$ cat src/rtl/core/tdvt_pkg.sv
`default_nettype none

package tdvt_pkg;

  typedef enum logic [1:0] {
    KIND_MOUSE    = 2'd0,
    KIND_TOUCH    = 2'd1,
    KIND_KEYBOARD = 2'd2,
    KIND_OTHER    = 2'd3
  } kind_e;

  typedef enum logic [2:0] {
    ACT_DOWN   = 3'd0,
    ACT_MOVE   = 3'd1,
    ACT_UP     = 3'd2,
    ACT_CANCEL = 3'd3,
    ACT_OTHER  = 3'd4
  } action_e;

  localparam int unsigned KIND_W   = 2;
  localparam int unsigned ACTION_W = 3;
  localparam int unsigned TIME_W   = 32;
  localparam int unsigned VEL_W    = 32;
  localparam int unsigned SLOP_W   = 16;

  localparam logic [SLOP_W-1:0] SLOP_RESET = 16'd8;
  localparam logic [VEL_W-1:0]  VEL_MAX    = 32'h7fff_ffff;
  localparam logic [VEL_W-1:0]  VEL_MIN    = 32'h8000_0000;

  // Blend (4*vel + inst) / 5, rounded: floor((sum + 2 + 5*2^34) / 5) keeps the
  // dividend positive; the bias adds 2^34 to the quotient, above the kept bits.
  localparam int unsigned        FIFTH_W     = 40;
  localparam int unsigned        FIFTH_DIG   = 8;
  localparam int unsigned        FIFTH_STEPS = FIFTH_W / FIFTH_DIG;
  localparam logic [FIFTH_W-1:0] FIFTH_BIAS  = 40'h14_0000_0002;
  localparam logic [3:0]         BLEND_DIV   = 4'd5;

  // Output beat: ring, drag, speed_x, speed_y, slop, zero fill
  localparam int unsigned OUT_DATA_W = 72;
  localparam int unsigned OUT_USED_W = 2 + 2 * VEL_W + 1;

  typedef struct packed {
    logic clear;
    logic start;
    logic div_step;
    logic sat_load;
    logic sum_load;
    logic fifth_step;
    logic vel_load;
  } lane_cmd_t;

  typedef struct packed {
    logic load;
    logic upd;
    logic div_step;
    logic sat_load;
    logic sum_load;
    logic fifth_step;
    logic vel_load;
    logic sqr_load;
    logic out_load;
  } ctl_cmd_t;

  typedef struct packed {
    logic run_div;
  } dp_sts_t;

endpackage

`default_nettype wire

$ cat src/rtl/core/tdvt_lane.sv
`default_nettype none

module tdvt_lane #(
  parameter int unsigned COORD_BITS    = 16,
  parameter int unsigned VEL_FRAC_BITS = 16
) (
  input  logic                            clk_i,
  input  logic                            rst_ni,
  input  tdvt_pkg::lane_cmd_t             cmd_i,
  input  logic signed [COORD_BITS:0]      delta_i,
  input  logic [tdvt_pkg::TIME_W-1:0]     dt_i,
  output logic [tdvt_pkg::VEL_W-1:0]      vel_o
);

  localparam int unsigned NB = COORD_BITS + VEL_FRAC_BITS + 1;
  localparam int unsigned QW = (NB > 33) ? NB : 33;
  localparam int unsigned FW = tdvt_pkg::FIFTH_W;
  localparam int unsigned FD = tdvt_pkg::FIFTH_DIG;

  logic [NB-1:0]                   mag_q, mag_d;
  logic [tdvt_pkg::TIME_W-1:0]     rem_q, rem_d;
  logic                            neg_q;
  logic [tdvt_pkg::VEL_W-1:0]      inst_q, inst_w;
  logic [FW-1:0]                   acc_q, acc_d, acc_sum;
  logic [2:0]                      frem_q, frem_d;
  logic [tdvt_pkg::VEL_W-1:0]      vel_q;

  logic [COORD_BITS:0]             abs_w;
  logic [tdvt_pkg::TIME_W:0]       trial_w, diff_w;
  logic                            ge_w;
  logic [QW-1:0]                   quo_w;
  logic                            pos_ovf_w, neg_ovf_w;
  logic [3:0]                      fx_t;
  logic [2:0]                      fx_r;
  logic [FD-1:0]                   fx_q;

  assign abs_w = delta_i[COORD_BITS] ? (COORD_BITS + 1)'(-delta_i) : delta_i;

  // One restoring step: remainder stays below dt, quotient bits shift into mag
  assign trial_w = {rem_q, mag_q[NB-1]};
  assign ge_w    = trial_w >= {1'b0, dt_i};
  assign diff_w  = trial_w - {1'b0, dt_i};
  assign rem_d   = ge_w ? diff_w[tdvt_pkg::TIME_W-1:0] : trial_w[tdvt_pkg::TIME_W-1:0];
  assign mag_d   = {mag_q[NB-2:0], ge_w};

  assign quo_w     = QW'(mag_q);
  assign pos_ovf_w = |quo_w[QW-1:31];
  assign neg_ovf_w = (|quo_w[QW-1:32]) || (quo_w[31] && (|quo_w[30:0]));

  always_comb begin
    if (neg_q) begin
      inst_w = neg_ovf_w ? tdvt_pkg::VEL_MIN : tdvt_pkg::VEL_W'(-quo_w[31:0]);
    end else begin
      inst_w = pos_ovf_w ? tdvt_pkg::VEL_MAX : quo_w[31:0];
    end
  end

  assign acc_sum = {{6{vel_q[31]}}, vel_q, 2'b00}
                 + {{8{inst_q[31]}}, inst_q}
                 + tdvt_pkg::FIFTH_BIAS;

  // Divide by five, one byte of dividend per step
  always_comb begin
    fx_r = frem_q;
    fx_q = '0;
    fx_t = '0;
    for (int i = 0; i < FD; i++) begin
      fx_t = {fx_r, acc_q[FW-1-i]};
      if (fx_t >= tdvt_pkg::BLEND_DIV) begin
        fx_r = 3'(fx_t - tdvt_pkg::BLEND_DIV);
        fx_q[FD-1-i] = 1'b1;
      end else begin
        fx_r = fx_t[2:0];
      end
    end
  end

  assign acc_d  = {acc_q[FW-FD-1:0], fx_q};
  assign frem_d = fx_r;

  always_ff @(posedge clk_i) begin
    if (cmd_i.start) begin
      mag_q <= {abs_w, {VEL_FRAC_BITS{1'b0}}};
      rem_q <= '0;
      neg_q <= delta_i[COORD_BITS];
    end else if (cmd_i.div_step) begin
      mag_q <= mag_d;
      rem_q <= rem_d;
    end
    if (cmd_i.sat_load) begin
      inst_q <= inst_w;
    end
    if (cmd_i.sum_load) begin
      acc_q  <= acc_sum;
      frem_q <= '0;
    end else if (cmd_i.fifth_step) begin
      acc_q  <= acc_d;
      frem_q <= frem_d;
    end
  end

  always_ff @(posedge clk_i or negedge rst_ni) begin
    if (!rst_ni) begin
      vel_q <= '0;
    end else if (cmd_i.clear) begin
      vel_q <= '0;
    end else if (cmd_i.vel_load) begin
      vel_q <= acc_q[tdvt_pkg::VEL_W-1:0];
    end
  end

  assign vel_o = vel_q;

endmodule

`default_nettype wire

$ cat src/rtl/core/tdvt_datapath.sv
`default_nettype none

module tdvt_datapath #(
  parameter int unsigned COORD_BITS    = 16,
  parameter int unsigned VEL_FRAC_BITS = 16
) (
  input  logic                              clk_i,
  input  logic                              rst_ni,
  input  tdvt_pkg::ctl_cmd_t                cmd_i,
  output tdvt_pkg::dp_sts_t                 sts_o,
  input  logic [tdvt_pkg::KIND_W-1:0]       kind_i,
  input  logic [tdvt_pkg::ACTION_W-1:0]     action_i,
  input  logic [COORD_BITS-1:0]             pos_x_i,
  input  logic [COORD_BITS-1:0]             pos_y_i,
  input  logic [tdvt_pkg::TIME_W-1:0]       time_i,
  input  logic                              cfg_we_i,
  input  logic [tdvt_pkg::SLOP_W-1:0]       cfg_data_i,
  output logic [tdvt_pkg::KIND_W-1:0]       modality_o,
  output logic                              ring_o,
  output logic                              drag_o,
  output logic [tdvt_pkg::VEL_W-1:0]        speed_x_o,
  output logic [tdvt_pkg::VEL_W-1:0]        speed_y_o,
  output logic                              slop_o
);

  localparam int unsigned C     = COORD_BITS;
  localparam int unsigned SQ_W  = 2 * C + 2;
  localparam int unsigned CMP_W = (SQ_W > 32) ? SQ_W : 32;

  logic [tdvt_pkg::KIND_W-1:0]    in_kind_q;
  logic [tdvt_pkg::ACTION_W-1:0]  in_act_q;
  logic [C-1:0]                   in_x_q, in_y_q;
  logic [tdvt_pkg::TIME_W-1:0]    in_time_q;

  logic [tdvt_pkg::SLOP_W-1:0]    slop_q;
  logic [tdvt_pkg::KIND_W-1:0]    modality_q;
  logic                           ring_q, drag_q;
  logic [C-1:0]                   org_x_q, org_y_q, last_x_q, last_y_q;
  logic [tdvt_pkg::TIME_W-1:0]    ltime_q, dt_q, dt_w;

  logic [SQ_W-1:0]                sqx_q, sqy_q;
  logic [31:0]                    s2_q;
  logic signed [C:0]              dx_w, dy_w, dlx_w, dly_w;
  logic signed [SQ_W-1:0]         sqx_w, sqy_w;
  logic [CMP_W-1:0]               d2_w;

  logic                           pointer_w, keyboard_w, down_w, move_w, end_w, run_w;
  tdvt_pkg::lane_cmd_t            lane_cmd;
  logic [tdvt_pkg::VEL_W-1:0]     vel_x_w, vel_y_w;

  logic [tdvt_pkg::KIND_W-1:0]    out_mod_q;
  logic                           out_ring_q, out_drag_q, out_slop_q;
  logic [tdvt_pkg::VEL_W-1:0]     out_vx_q, out_vy_q;

  always_ff @(posedge clk_i) begin
    if (cmd_i.load) begin
      in_kind_q <= kind_i;
      in_act_q  <= action_i;
      in_x_q    <= pos_x_i;
      in_y_q    <= pos_y_i;
      in_time_q <= time_i;
    end
  end

  assign pointer_w  = (in_kind_q == tdvt_pkg::KIND_MOUSE) || (in_kind_q == tdvt_pkg::KIND_TOUCH);
  assign keyboard_w = in_kind_q == tdvt_pkg::KIND_KEYBOARD;
  assign down_w     = pointer_w && (in_act_q == tdvt_pkg::ACT_DOWN);
  assign move_w     = pointer_w && (in_act_q == tdvt_pkg::ACT_MOVE) && drag_q;
  assign end_w      = pointer_w && ((in_act_q == tdvt_pkg::ACT_UP) ||
                                    (in_act_q == tdvt_pkg::ACT_CANCEL));
  assign dt_w       = in_time_q - ltime_q;
  assign run_w      = move_w && (dt_w != '0);

  assign sts_o.run_div = run_w;

  assign dlx_w = $signed({in_x_q[C-1], in_x_q}) - $signed({last_x_q[C-1], last_x_q});
  assign dly_w = $signed({in_y_q[C-1], in_y_q}) - $signed({last_y_q[C-1], last_y_q});

  always_ff @(posedge clk_i or negedge rst_ni) begin
    if (!rst_ni) begin
      slop_q     <= tdvt_pkg::SLOP_RESET;
      modality_q <= tdvt_pkg::KIND_MOUSE;
      ring_q     <= 1'b0;
      drag_q     <= 1'b0;
      org_x_q    <= '0;
      org_y_q    <= '0;
      last_x_q   <= '0;
      last_y_q   <= '0;
      ltime_q    <= '0;
    end else begin
      if (cfg_we_i) begin
        slop_q <= cfg_data_i;
      end
      if (cmd_i.upd) begin
        modality_q <= in_kind_q;
        if (keyboard_w) begin
          ring_q <= 1'b1;
        end else if (down_w) begin
          ring_q <= 1'b0;
        end
        if (down_w) begin
          drag_q   <= 1'b1;
          org_x_q  <= in_x_q;
          org_y_q  <= in_y_q;
          last_x_q <= in_x_q;
          last_y_q <= in_y_q;
          ltime_q  <= in_time_q;
        end else if (move_w) begin
          last_x_q <= in_x_q;
          last_y_q <= in_y_q;
          ltime_q  <= in_time_q;
        end else if (end_w) begin
          drag_q <= 1'b0;
        end
      end
    end
  end

  always_ff @(posedge clk_i) begin
    if (cmd_i.upd) begin
      dt_q <= dt_w;
    end
  end

  assign lane_cmd.clear      = cmd_i.upd && down_w;
  assign lane_cmd.start      = cmd_i.upd && run_w;
  assign lane_cmd.div_step   = cmd_i.div_step;
  assign lane_cmd.sat_load   = cmd_i.sat_load;
  assign lane_cmd.sum_load   = cmd_i.sum_load;
  assign lane_cmd.fifth_step = cmd_i.fifth_step;
  assign lane_cmd.vel_load   = cmd_i.vel_load;

  tdvt_lane #(
    .COORD_BITS    (COORD_BITS),
    .VEL_FRAC_BITS (VEL_FRAC_BITS)
  ) u_lane_x (
    .clk_i   (clk_i),
    .rst_ni  (rst_ni),
    .cmd_i   (lane_cmd),
    .delta_i (dlx_w),
    .dt_i    (dt_q),
    .vel_o   (vel_x_w)
  );

  tdvt_lane #(
    .COORD_BITS    (COORD_BITS),
    .VEL_FRAC_BITS (VEL_FRAC_BITS)
  ) u_lane_y (
    .clk_i   (clk_i),
    .rst_ni  (rst_ni),
    .cmd_i   (lane_cmd),
    .delta_i (dly_w),
    .dt_i    (dt_q),
    .vel_o   (vel_y_w)
  );

  // Drag distance squared against slop squared
  assign dx_w  = $signed({last_x_q[C-1], last_x_q}) - $signed({org_x_q[C-1], org_x_q});
  assign dy_w  = $signed({last_y_q[C-1], last_y_q}) - $signed({org_y_q[C-1], org_y_q});
  assign sqx_w = SQ_W'(dx_w) * SQ_W'(dx_w);
  assign sqy_w = SQ_W'(dy_w) * SQ_W'(dy_w);
  assign d2_w  = CMP_W'(sqx_q) + CMP_W'(sqy_q);

  always_ff @(posedge clk_i) begin
    if (cmd_i.sqr_load) begin
      sqx_q <= sqx_w;
      sqy_q <= sqy_w;
      s2_q  <= 32'(slop_q) * 32'(slop_q);
    end
    if (cmd_i.out_load) begin
      out_mod_q  <= modality_q;
      out_ring_q <= ring_q;
      out_drag_q <= drag_q;
      out_vx_q   <= vel_x_w;
      out_vy_q   <= vel_y_w;
      out_slop_q <= drag_q && (d2_w >= CMP_W'(s2_q));
    end
  end

  assign modality_o = out_mod_q;
  assign ring_o     = out_ring_q;
  assign drag_o     = out_drag_q;
  assign speed_x_o  = out_vx_q;
  assign speed_y_o  = out_vy_q;
  assign slop_o     = out_slop_q;

endmodule

`default_nettype wire

$ cat src/rtl/core/tdvt_ctrl.sv
`default_nettype none

module tdvt_ctrl #(
  parameter int unsigned DIV_STEPS = 33
) (
  input  logic                clk_i,
  input  logic                rst_ni,
  input  logic                s_valid_i,
  output logic                s_ready_o,
  output logic                m_valid_o,
  input  logic                m_ready_i,
  input  tdvt_pkg::dp_sts_t   sts_i,
  output tdvt_pkg::ctl_cmd_t  cmd_o
);

  localparam int unsigned CW = $clog2(DIV_STEPS);
  localparam logic [CW-1:0] DIV_LAST   = CW'(DIV_STEPS - 1);
  localparam logic [CW-1:0] FIFTH_LAST = CW'(tdvt_pkg::FIFTH_STEPS - 1);

  typedef enum logic [8:0] {
    S_IDLE  = 9'b000000001,
    S_UPD   = 9'b000000010,
    S_DIV   = 9'b000000100,
    S_SAT   = 9'b000001000,
    S_SUM   = 9'b000010000,
    S_FIFTH = 9'b000100000,
    S_VEL   = 9'b001000000,
    S_SQR   = 9'b010000000,
    S_DONE  = 9'b100000000
  } state_e;

  state_e          state_q, state_d;
  logic [CW-1:0]   cnt_q, cnt_d;
  logic            out_vld_q, out_vld_d;

  always_comb begin
    state_d = state_q;
    cnt_d   = cnt_q;
    cmd_o   = '0;
    case (state_q)
      S_IDLE: begin
        if (s_valid_i) begin
          cmd_o.load = 1'b1;
          state_d    = S_UPD;
        end
      end
      S_UPD: begin
        cmd_o.upd = 1'b1;
        cnt_d     = '0;
        state_d   = sts_i.run_div ? S_DIV : S_SQR;
      end
      S_DIV: begin
        cmd_o.div_step = 1'b1;
        cnt_d          = cnt_q + CW'(1);
        if (cnt_q == DIV_LAST) begin
          state_d = S_SAT;
        end
      end
      S_SAT: begin
        cmd_o.sat_load = 1'b1;
        state_d        = S_SUM;
      end
      S_SUM: begin
        cmd_o.sum_load = 1'b1;
        cnt_d          = '0;
        state_d        = S_FIFTH;
      end
      S_FIFTH: begin
        cmd_o.fifth_step = 1'b1;
        cnt_d            = cnt_q + CW'(1);
        if (cnt_q == FIFTH_LAST) begin
          state_d = S_VEL;
        end
      end
      S_VEL: begin
        cmd_o.vel_load = 1'b1;
        state_d        = S_SQR;
      end
      S_SQR: begin
        cmd_o.sqr_load = 1'b1;
        state_d        = S_DONE;
      end
      S_DONE: begin
        // hold until the output register is free
        if (!out_vld_q || m_ready_i) begin
          cmd_o.out_load = 1'b1;
          state_d        = S_IDLE;
        end
      end
      default: state_d = S_IDLE;
    endcase
  end

  assign out_vld_d = cmd_o.out_load ? 1'b1 : (m_ready_i ? 1'b0 : out_vld_q);

  always_ff @(posedge clk_i or negedge rst_ni) begin
    if (!rst_ni) begin
      state_q   <= S_IDLE;
      cnt_q     <= '0;
      out_vld_q <= 1'b0;
    end else begin
      state_q   <= state_d;
      cnt_q     <= cnt_d;
      out_vld_q <= out_vld_d;
    end
  end

  assign s_ready_o = state_q == S_IDLE;
  assign m_valid_o = out_vld_q;

  ap_accept_upd: assert property (@(posedge clk_i) disable iff (!rst_ni)
    (s_valid_i && s_ready_o) |=> (state_q == S_UPD))
    else $error("accepted beat did not start an update");

  ap_skip_div: assert property (@(posedge clk_i) disable iff (!rst_ni)
    (state_q == S_UPD && !sts_i.run_div) |=> (state_q == S_SQR))
    else $error("divider entered without a velocity update");

  ap_div_len: assert property (@(posedge clk_i) disable iff (!rst_ni)
    (state_q == S_SAT) |-> ($past(state_q) == S_DIV && $past(cnt_q) == DIV_LAST))
    else $error("division left before all quotient bits");

  ap_out_load: assert property (@(posedge clk_i) disable iff (!rst_ni)
    cmd_o.out_load |=> (out_vld_q && state_q == S_IDLE))
    else $error("result load did not present a beat");

endmodule

`default_nettype wire

$ cat src/rtl/core/touch_drag_velocity_tracker.sv
`default_nettype none

// Tracks pointer and keyboard events and returns one result beat per event:
// modality, focus-ring and drag flags, smoothed X/Y velocity (signed Q15.16
// px/ms at the default VEL_FRAC_BITS) and the touch-slop check. One event is
// processed at a time. An event with no velocity update passes through the
// update, slop square and result load steps from acceptance to a valid result,
// then returns to idle to accept the next event. A move during a drag with a
// nonzero interval also runs the bit-serial divider that forms one quotient bit
// per cycle (COORD_BITS + VEL_FRAC_BITS + 1 steps), with both axes divided side
// by side, then saturate, sum, the divide-by-five blend and velocity load, before
// slop square, result load and idle.
// A new event is accepted while the previous result still waits on m_axis.

module touch_drag_velocity_tracker #(
  parameter int unsigned COORD_BITS    = 16,
  parameter int unsigned VEL_FRAC_BITS = 16
) (
  input  logic                                  clk_i,
  input  logic                                  rst_ni,
  input  logic                                  s_axis_tvalid,
  output logic                                  s_axis_tready,
  // pos_x, pos_y, time_ms, zero fill
  input  logic [((2*COORD_BITS+32+7)/8)*8-1:0]  s_axis_tdata,
  // event_kind, event_action
  input  logic [4:0]                            s_axis_tuser,
  output logic                                  m_axis_tvalid,
  input  logic                                  m_axis_tready,
  // ring_visible, drag_active, speed_x, speed_y, slop_exceeded, zero fill
  output logic [tdvt_pkg::OUT_DATA_W-1:0]       m_axis_tdata,
  // modality
  output logic [1:0]                            m_axis_tuser,
  input  logic                                  cfg_valid_i,
  output logic                                  cfg_ready_o,
  input  logic [tdvt_pkg::SLOP_W-1:0]           cfg_data_i
);

  localparam int unsigned C = COORD_BITS;

  tdvt_pkg::ctl_cmd_t          cmd;
  tdvt_pkg::dp_sts_t           sts;
  logic                        ring, drag, slop;
  logic [tdvt_pkg::VEL_W-1:0]  speed_x, speed_y;

  assign cfg_ready_o = 1'b1;

  tdvt_ctrl #(
    .DIV_STEPS (COORD_BITS + VEL_FRAC_BITS + 1)
  ) u_ctrl (
    .clk_i     (clk_i),
    .rst_ni    (rst_ni),
    .s_valid_i (s_axis_tvalid),
    .s_ready_o (s_axis_tready),
    .m_valid_o (m_axis_tvalid),
    .m_ready_i (m_axis_tready),
    .sts_i     (sts),
    .cmd_o     (cmd)
  );

  tdvt_datapath #(
    .COORD_BITS    (COORD_BITS),
    .VEL_FRAC_BITS (VEL_FRAC_BITS)
  ) u_datapath (
    .clk_i      (clk_i),
    .rst_ni     (rst_ni),
    .cmd_i      (cmd),
    .sts_o      (sts),
    .kind_i     (s_axis_tuser[1:0]),
    .action_i   (s_axis_tuser[4:2]),
    .pos_x_i    (s_axis_tdata[C-1:0]),
    .pos_y_i    (s_axis_tdata[2*C-1:C]),
    .time_i     (s_axis_tdata[2*C+31:2*C]),
    .cfg_we_i   (cfg_valid_i && cfg_ready_o),
    .cfg_data_i (cfg_data_i),
    .modality_o (m_axis_tuser),
    .ring_o     (ring),
    .drag_o     (drag),
    .speed_x_o  (speed_x),
    .speed_y_o  (speed_y),
    .slop_o     (slop)
  );

  assign m_axis_tdata = {{(tdvt_pkg::OUT_DATA_W - tdvt_pkg::OUT_USED_W){1'b0}},
                         slop, speed_y, speed_x, drag, ring};

endmodule

`default_nettype wire
$ cat config.mk
export PLATFORM = sky130hd
export DESIGN_NAME = touch_drag_velocity_tracker
export DESIGN_NICKNAME = d
export VERILOG_FILES = /design/src/rtl/core/tdvt_pkg.sv /design/src/rtl/core/tdvt_lane.sv /design/src/rtl/core/tdvt_datapath.sv /design/src/rtl/core/tdvt_ctrl.sv /design/src/rtl/core/touch_drag_velocity_tracker.sv
export SDC_FILE = /design/constraint.sdc
export NUM_CORES = 2
export LEC_CHECK = 0
export BUFFER_PORTS_ARGS = -buffer_cell sky130_fd_sc_hd__buf_2
export CAP_MARGIN = 25
export CORE_UTILIZATION = 30
export CTS_CLUSTER_DIAMETER = 120
export DETAILED_ROUTE_END_ITERATION = 8
export PLACE_DENSITY = 0.41
export SETUP_SLACK_MARGIN = 0.1
export SLEW_MARGIN = 20
export SYNTH_ARGS = -nofsm -noshare
export SYNTH_HDL_FRONTEND = slang
export SYNTH_SLANG_ARGS = --single-unit
export TNS_END_PERCENT = 30
$ cat constraint.sdc
create_clock -name clk_i -period 12.6 [get_ports clk_i]
set_clock_uncertainty 0.05 [all_clocks]
set_input_delay 1.26 -clock clk_i [delete_from_list [all_inputs] [get_ports clk_i]]
set_output_delay 1.26 -clock clk_i [all_outputs]
set_load 0.005 [all_outputs]
# == Word level (Yosys, flattened, before mapping) ==
# Index checks and enable logic that the tools add are counted.
# totals
ff_bits,748
inputBits,90
# classes
n_addsub,33
mul,3
n_lt_le_gt_ge,19
eq_ne,21
mux,85
reduce_logical,38
# op_table
cell,count
32-bit 2-to-1 mux,14
40-bit 2-to-1 mux,4
33-bit 2-to-1 mux,4
32-bit subtractor,3
9-bit case mux with 9 select lines,1
35-bit by 38-bit adder with 39-bit output (second input constant),2
34-bit by 32-bit adder with 35-bit output,2
17-bit by 17-bit multiplier with 34-bit output,2
16-bit by 16-bit subtractor with 17-bit output,4
33-bit by 32-bit greater-or-equal comparator with 1-bit output,2
4-bit by 3-bit greater-or-equal comparator with 1-bit output (second input constant),16
16-bit 2-to-1 mux,4
32-bit negator,2
31-bit OR reduction,2
3-bit 2-to-1 mux,16
3-bit subtractor (second input constant),16
9-bit 2-to-1 mux,4
34-bit adder,1
34-bit by 32-bit greater-or-equal comparator with 1-bit output,1
1-bit 2-to-1 mux,34
17-bit 2-to-1 mux,2
17-bit negator,2
16-bit by 16-bit multiplier with 32-bit output,1
32-bit nonzero test,1
30 further kinds,59

# == Longest topological paths before layout ==
# depth
word_depth,18
depth_mapped,45
mapped_depth_nobuf,45

# == Modules after synthesis ==
# From an unflattened synthesis, not the netlist that was laid out.
# hier_totals
hier_cells,7217
area_unflattened_um2,70894.2
# modules_own_cells
mod,n_inst,cells_per_inst,area_per_inst_um2,seq_area_each_um2
tdvt_datapath,1,4417,44941.9,10921.7
tdvt_lane at u_datapath.u_lane_y,1,1348,12515.8,4524.3
tdvt_lane at u_datapath.u_lane_x,1,1330,12370.6,4524.3
tdvt_ctrl,1,111,991.0,401.6
touch_drag_velocity_tracker,1,11,75.1,0.0

# == Worst setup path before layout ==
# OpenSTA, ideal clock, no wires.
# synth_path
kind,register -> register
start,register u_ctrl.state_q[2]
end,register u_ctrl.state_q[0]
setup_ns,0.086
t_arrival_ns,9.117
t_required_ns,12.464
setup_slack_ns,3.347
path_stages_with_launch,8
synth_period_minus_slack_ns,9.253
path_cell_list,dfrtp_1 > or3_1 > nor3_1 > nand2_1 > nor3b_1 > nor4_1 > a21oi_1 > nor3_1
# synth_between
elab_chain_len,3
# synth_lines
item,line,text
start: declaration,tdvt_ctrl.sv:32,"state_e state_q, state_d;"
start signal: assignment,tdvt_ctrl.sv:102,state_q <= state_d;
"9-bit == test, or another cell as far along",tdvt_ctrl.sv:40,case (state_q)
2-bit by 1-bit != test with 1-bit output (no line) or 2-bit != test (tied branches),-,
4-bit AND reduction (no line),-,
# Several ways; a longest one is shown, not always the timed one.
# A chain may end at the register's enable or synchronous reset.

# == Worst setup path after layout ==
# layout_path
start,register u_datapath.last_y_q[0]
end,"register u_datapath.sqy_q[30], data pin"
# layout_between
elab_chain_len,2
# layout_lines
item,line,text
start: declaration,tdvt_datapath.sv:38,"logic [C-1:0] org_x_q, org_y_q, last_x_q, last_y_q;"
start signal: assignment,tdvt_datapath.sv:106,last_y_q <= in_y_q;
start signal: assignment,tdvt_datapath.sv:110,last_y_q <= in_y_q;
16-bit by 16-bit subtractor with 17-bit output,tdvt_datapath.sv:159,"assign dy_w = $signed({last_y_q[C-1], last_y_q}) - $signed({org_y_q[C-1], org_y_q});"
17-bit by 17-bit multiplier with 34-bit output,tdvt_datapath.sv:161,assign sqy_w = SQ_W'(dy_w) * SQ_W'(dy_w);
via u_datapath.sqy_w[30],tdvt_datapath.sv:44,"logic signed [SQ_W-1:0] sqx_w, sqy_w;"
end signal: assignment,tdvt_datapath.sv:167,sqy_q <= sqy_w;
end: declaration,tdvt_datapath.sv:41,"logic [SQ_W-1:0] sqx_q, sqy_q;"
# The timed path passes the listed nets, and every way through them passes these cells.

==> metrics list <==
- Cell with the most instances after synthesis: inv_1
- Post-Place Worst Slack: 1980 ps
- Initial Util: 0.303
* Num Clock Sinks: between 700 and 800
- Placed Instances: approximately 10000
- Total GRT Usage: 0.163
- Syn Inst Count: 7305
- The tool flagged a number of max-cap violations equal to 0.
- The setup check on the worst reg-to-reg path leaves a slack of around 2000 ps.
- The net count of the finished layout is 8868.
* Final setup vio count: 0
- Final Routed Wirelength: between 150 and 200 mm
- The synthesized design contains about 750 register bits.
- Entering global routing, the biggest net connects 86 pins.
- For the pin with the worst max-slew slack, the measured transition is about 1000 ps.
- Once the clock tree was built, the resizer swapped 0 gates to a different size.
- For met2 alone, demand over resource in global routing was 0.271.
* Master of the slowest instance on the critical path: xor2_1
* Worst Hold Slack: 402 ps
- Top cell type's share of synthesized area: 0.205
* Post-DP HPWL: between 100 and 150 mm
* DRT antenna net count: 0
- Max FO, Critical Path: 13
- For met3 alone, demand over resource in global routing was 0.0180.
- The flow ran to the end, and the final reports show no timing, DRC or antenna violations.
- Crit-path most repeated cell: inv_1
- After clock tree synthesis, the clock-pin slew on the worst setup and hold paths is about 60 ps.
- After detailed routing, the number of remaining DRC violations is 0.
* Async SR Flop Fraction: 0.263
* Post-layout worst setup margin: approximately 2000 ps
- Max Freq: roughly 0.094 GHz
- The share of the Yosys chip area taken by registers is 0.291.
* Warning count from the yosys run: 0
* Path category of the worst min-delay check: in -> async
- Adding up every negative setup slack in the final design gives 0 ps.
- Die extent in x: a little under 500 um
* Cell type contributing the most total cell area after synthesis: fa_1
- Critical Path RT: 13030 ps
- Deepest clock path buffer count: 3
- TritonCTS created between 90 and 100 clock buffers.
- Worst R2R Path Depth: 40
- Post-synthesis instance area: between 70000 and 80000 um^2
- CP Buf/Inv Count: 8
- Clock latency on the worst-skew pair, taken at its later pin, is between 700 and 800 ps.
- Headroom to the max-slew limit came out at 0.305.
- Number of antenna violations at the first check in global routing: 3
* Placeable core area: between 200000 and 250000 um^2
- Via-per-instance ratio: about 4.7
- Detailed-router iteration count before antenna repair: 5
* Via count of the routed design: ~50000
- Global-route wire length before repair: between 300 and 400 mm
- met2 is the most crowded layer.
* Non-filler instance count after layout: 10500
* Cells taking the most area after synthesis: fa_1, edfxtp_1, ha_1
- In this run, the number of DRC markers left after iteration 0 of detailed routing was 2389.
* Buffer cell driving the clock tree root: clkbuf_16
- The number of global-route vias before repair was between 50000 and 60000.
- In this design, the stage delay of the slowest critical-path cell is roughly 590 ps.
- Launching element type of the critical path: flip-flop
* Setup Fix Bufs, Post-CTS: 0
- Die ar.: ~240000 um^2
* Reg-to-reg critical path endpoint: u_datapath.sqy_q[30]$_DFFE_PP_
- STA classifies the critical path endpoint as a flip-flop.
- TritonCTS built the clock tree.
- The final count of hold timing violations is 0.
- Post-detailed-route wirelength per cell: ~18 um
- Gr ovfl total: 0
* Port buffer count: 160
* Layout cell share with drive strength beyond 1: 0.0756
- Cts hold-fix bufs: 0
* Category of the most critical setup path: reg -> reg
* Crit path time final: about 11000 ps
- In the global route stage, met1 resource usage came out at 0.221.
- Die H: a little under 500 um
* Number of enable flip-flop cells after synthesis: approximately 450
- The worst register-to-register path begins at u_datapath.last_y_q[0]$_DFFE_PN0P_.
* Portion of the clock cycle consumed by the worst path in the final layout: 0.844
- Final weighted congestion of routability-driven global placement: roughly 0.84
- In the synthesized netlist the dominant register cell turns out to be edfxtp_1.
* Most frequent cells after synthesis: inv_1, nand2_1, fa_1
- Relative to the synthesized area, the layout overhead comes to 10.8%.
* Number of pins with negative max-slew slack in the final report: 0
- The average instance in the mapped netlist occupies 9.58 um^2.
* Number of placed I/O pins: about 170
- Critical path arrival: between 10000 and 15000 ps
- Setup repair after global routing left no endpoint under its margin.
- Unique cell type count in the Yosys netlist: between 100 and 150
* Deepest level of the CTS H-tree: 3
- After floorplanning, the core was divided into approximately 180 placement rows.
- CP top delay family: adder cells
## metrics by stage
stage | area (um^2) | utilization
4_1_cts | 77600 | 0.336
3_5_place_dp | 74300 | 0.322
5_1_grt | 77600 | 0.336
6_report | 77600 | 0.336
3_3_place_gp | 74200 | 0.321
2_1_floorplan | 70000 | -
## registers in the layout (all words and copies together), names as in the netlist, 32 cells and up
register                    flops
u_datapath.sqy_q               33
u_datapath.dt_q                32
u_datapath.u_lane_y.acc_q      40
u_datapath.u_lane_x.mag_q      33
u_datapath.u_lane_y.inst_q     32
u_datapath.u_lane_x.rem_q      32
u_datapath.u_lane_y.rem_q      32
u_datapath.u_lane_x.acc_q      40
u_datapath.speed_x_o           32
u_datapath.ltime_q             32
u_datapath.speed_y_o           32
u_datapath.u_lane_x.vel_o      32
u_datapath.u_lane_y.mag_q      33
u_datapath.u_lane_y.vel_o      32
u_datapath.sqx_q               33
u_datapath.u_lane_x.inst_q     32
u_datapath.in_time_q           32
## how the worst max path moves through the flow
stage | slack (ps) | startpoint | endpoint | cells after the start
after floorplan | 3350 | u_ctrl.state_q[2]$_DFFE_PN0P_ | u_ctrl.state_q[0]$_DFFE_PN1P_ | 7
after global placement | 2270 | u_datapath.last_y_q[0]$_DFFE_PN0P_ | u_datapath.sqy_q[33]$_DFFE_PP_ | 40
after detailed placement | 1980 | u_datapath.last_y_q[0]$_DFFE_PN0P_ | u_datapath.sqy_q[33]$_DFFE_PP_ | 39
after CTS | 1930 | u_datapath.last_y_q[0]$_DFFE_PN0P_ | u_datapath.sqy_q[30]$_DFFE_PP_ | 40
after global routing | 1040 | u_datapath.last_y_q[0]$_DFFE_PN0P_ | u_datapath.sqy_q[32]$_DFFE_PP_ | 40
final | 1960 | u_datapath.last_y_q[0]$_DFFE_PN0P_ | u_datapath.sqy_q[30]$_DFFE_PP_ | 40
## cell usage in the layout (no fill, tap or decap), types with 26 or more instances in the layout
cell       instances
o21bai_1          28
a21o_1           119
mux2_2            79
nand4_1           33
and2_1            69
edfxtp_1         447
a21oi_1          357
nor2b_1           56
nand2_1          797
or3_1             60
a31oi_1           28
nand2b_1          63
o211ai_1          34
o311ai_0          49
a211oi_1          26
mux2i_1           51
nor2_1           457
clkbuf_16         99
dfrtp_1          194
ha_1             656
nand3_1          172
o21a_1            49
nor3_1           109
dfxtp_1          102
o21ai_0          356
or2_2             37
xor2_1           109
buf_2            159
inv_1           1219
fa_1             716
buf_4             60
xnor2_1          243
## layer usage
layer / part of all wire / up-vias
li1: - / 24400
met1: 0.47 / 24400
met2: 0.47 / 669
met3: 0.032 / 200
met4: 0.027 / 0
met5: 0 / -
## layout make-up
cell class	instances	area, um^2
Fill cell	23600	153000
Sequential cell	745	20400
Antenna cell	1	2.50
Multi-Input combinational cell	5107	44200
Timing Repair Buffer	222	1320
Clock inverter	59	638
Clock buffer	125	2640
Inverter	1233	4630
Tap cell	3026	3790
## cells by family after synthesis
| family | Yosys count | share of synthesized area |
|---|---|---|
| flip-flops | 745 | 0.291 |
| XOR/XNOR | 353 | 0.0442 |
| other | 2 | 0.000107 |
| AO/OA/AOI/OAI | 1263 | 0.114 |
| multiplexers | 132 | 0.0204 |
| adder cells (fa/ha/maj) | 1372 | 0.322 |
| AND/OR/NAND/NOR | 1981 | 0.129 |
| buffers and inverters | 1457 | 0.0790 |
Power is left out: the tool's default activity adds up to more than one toggle a clock period on the data nets, which glitch-free logic cannot reach.
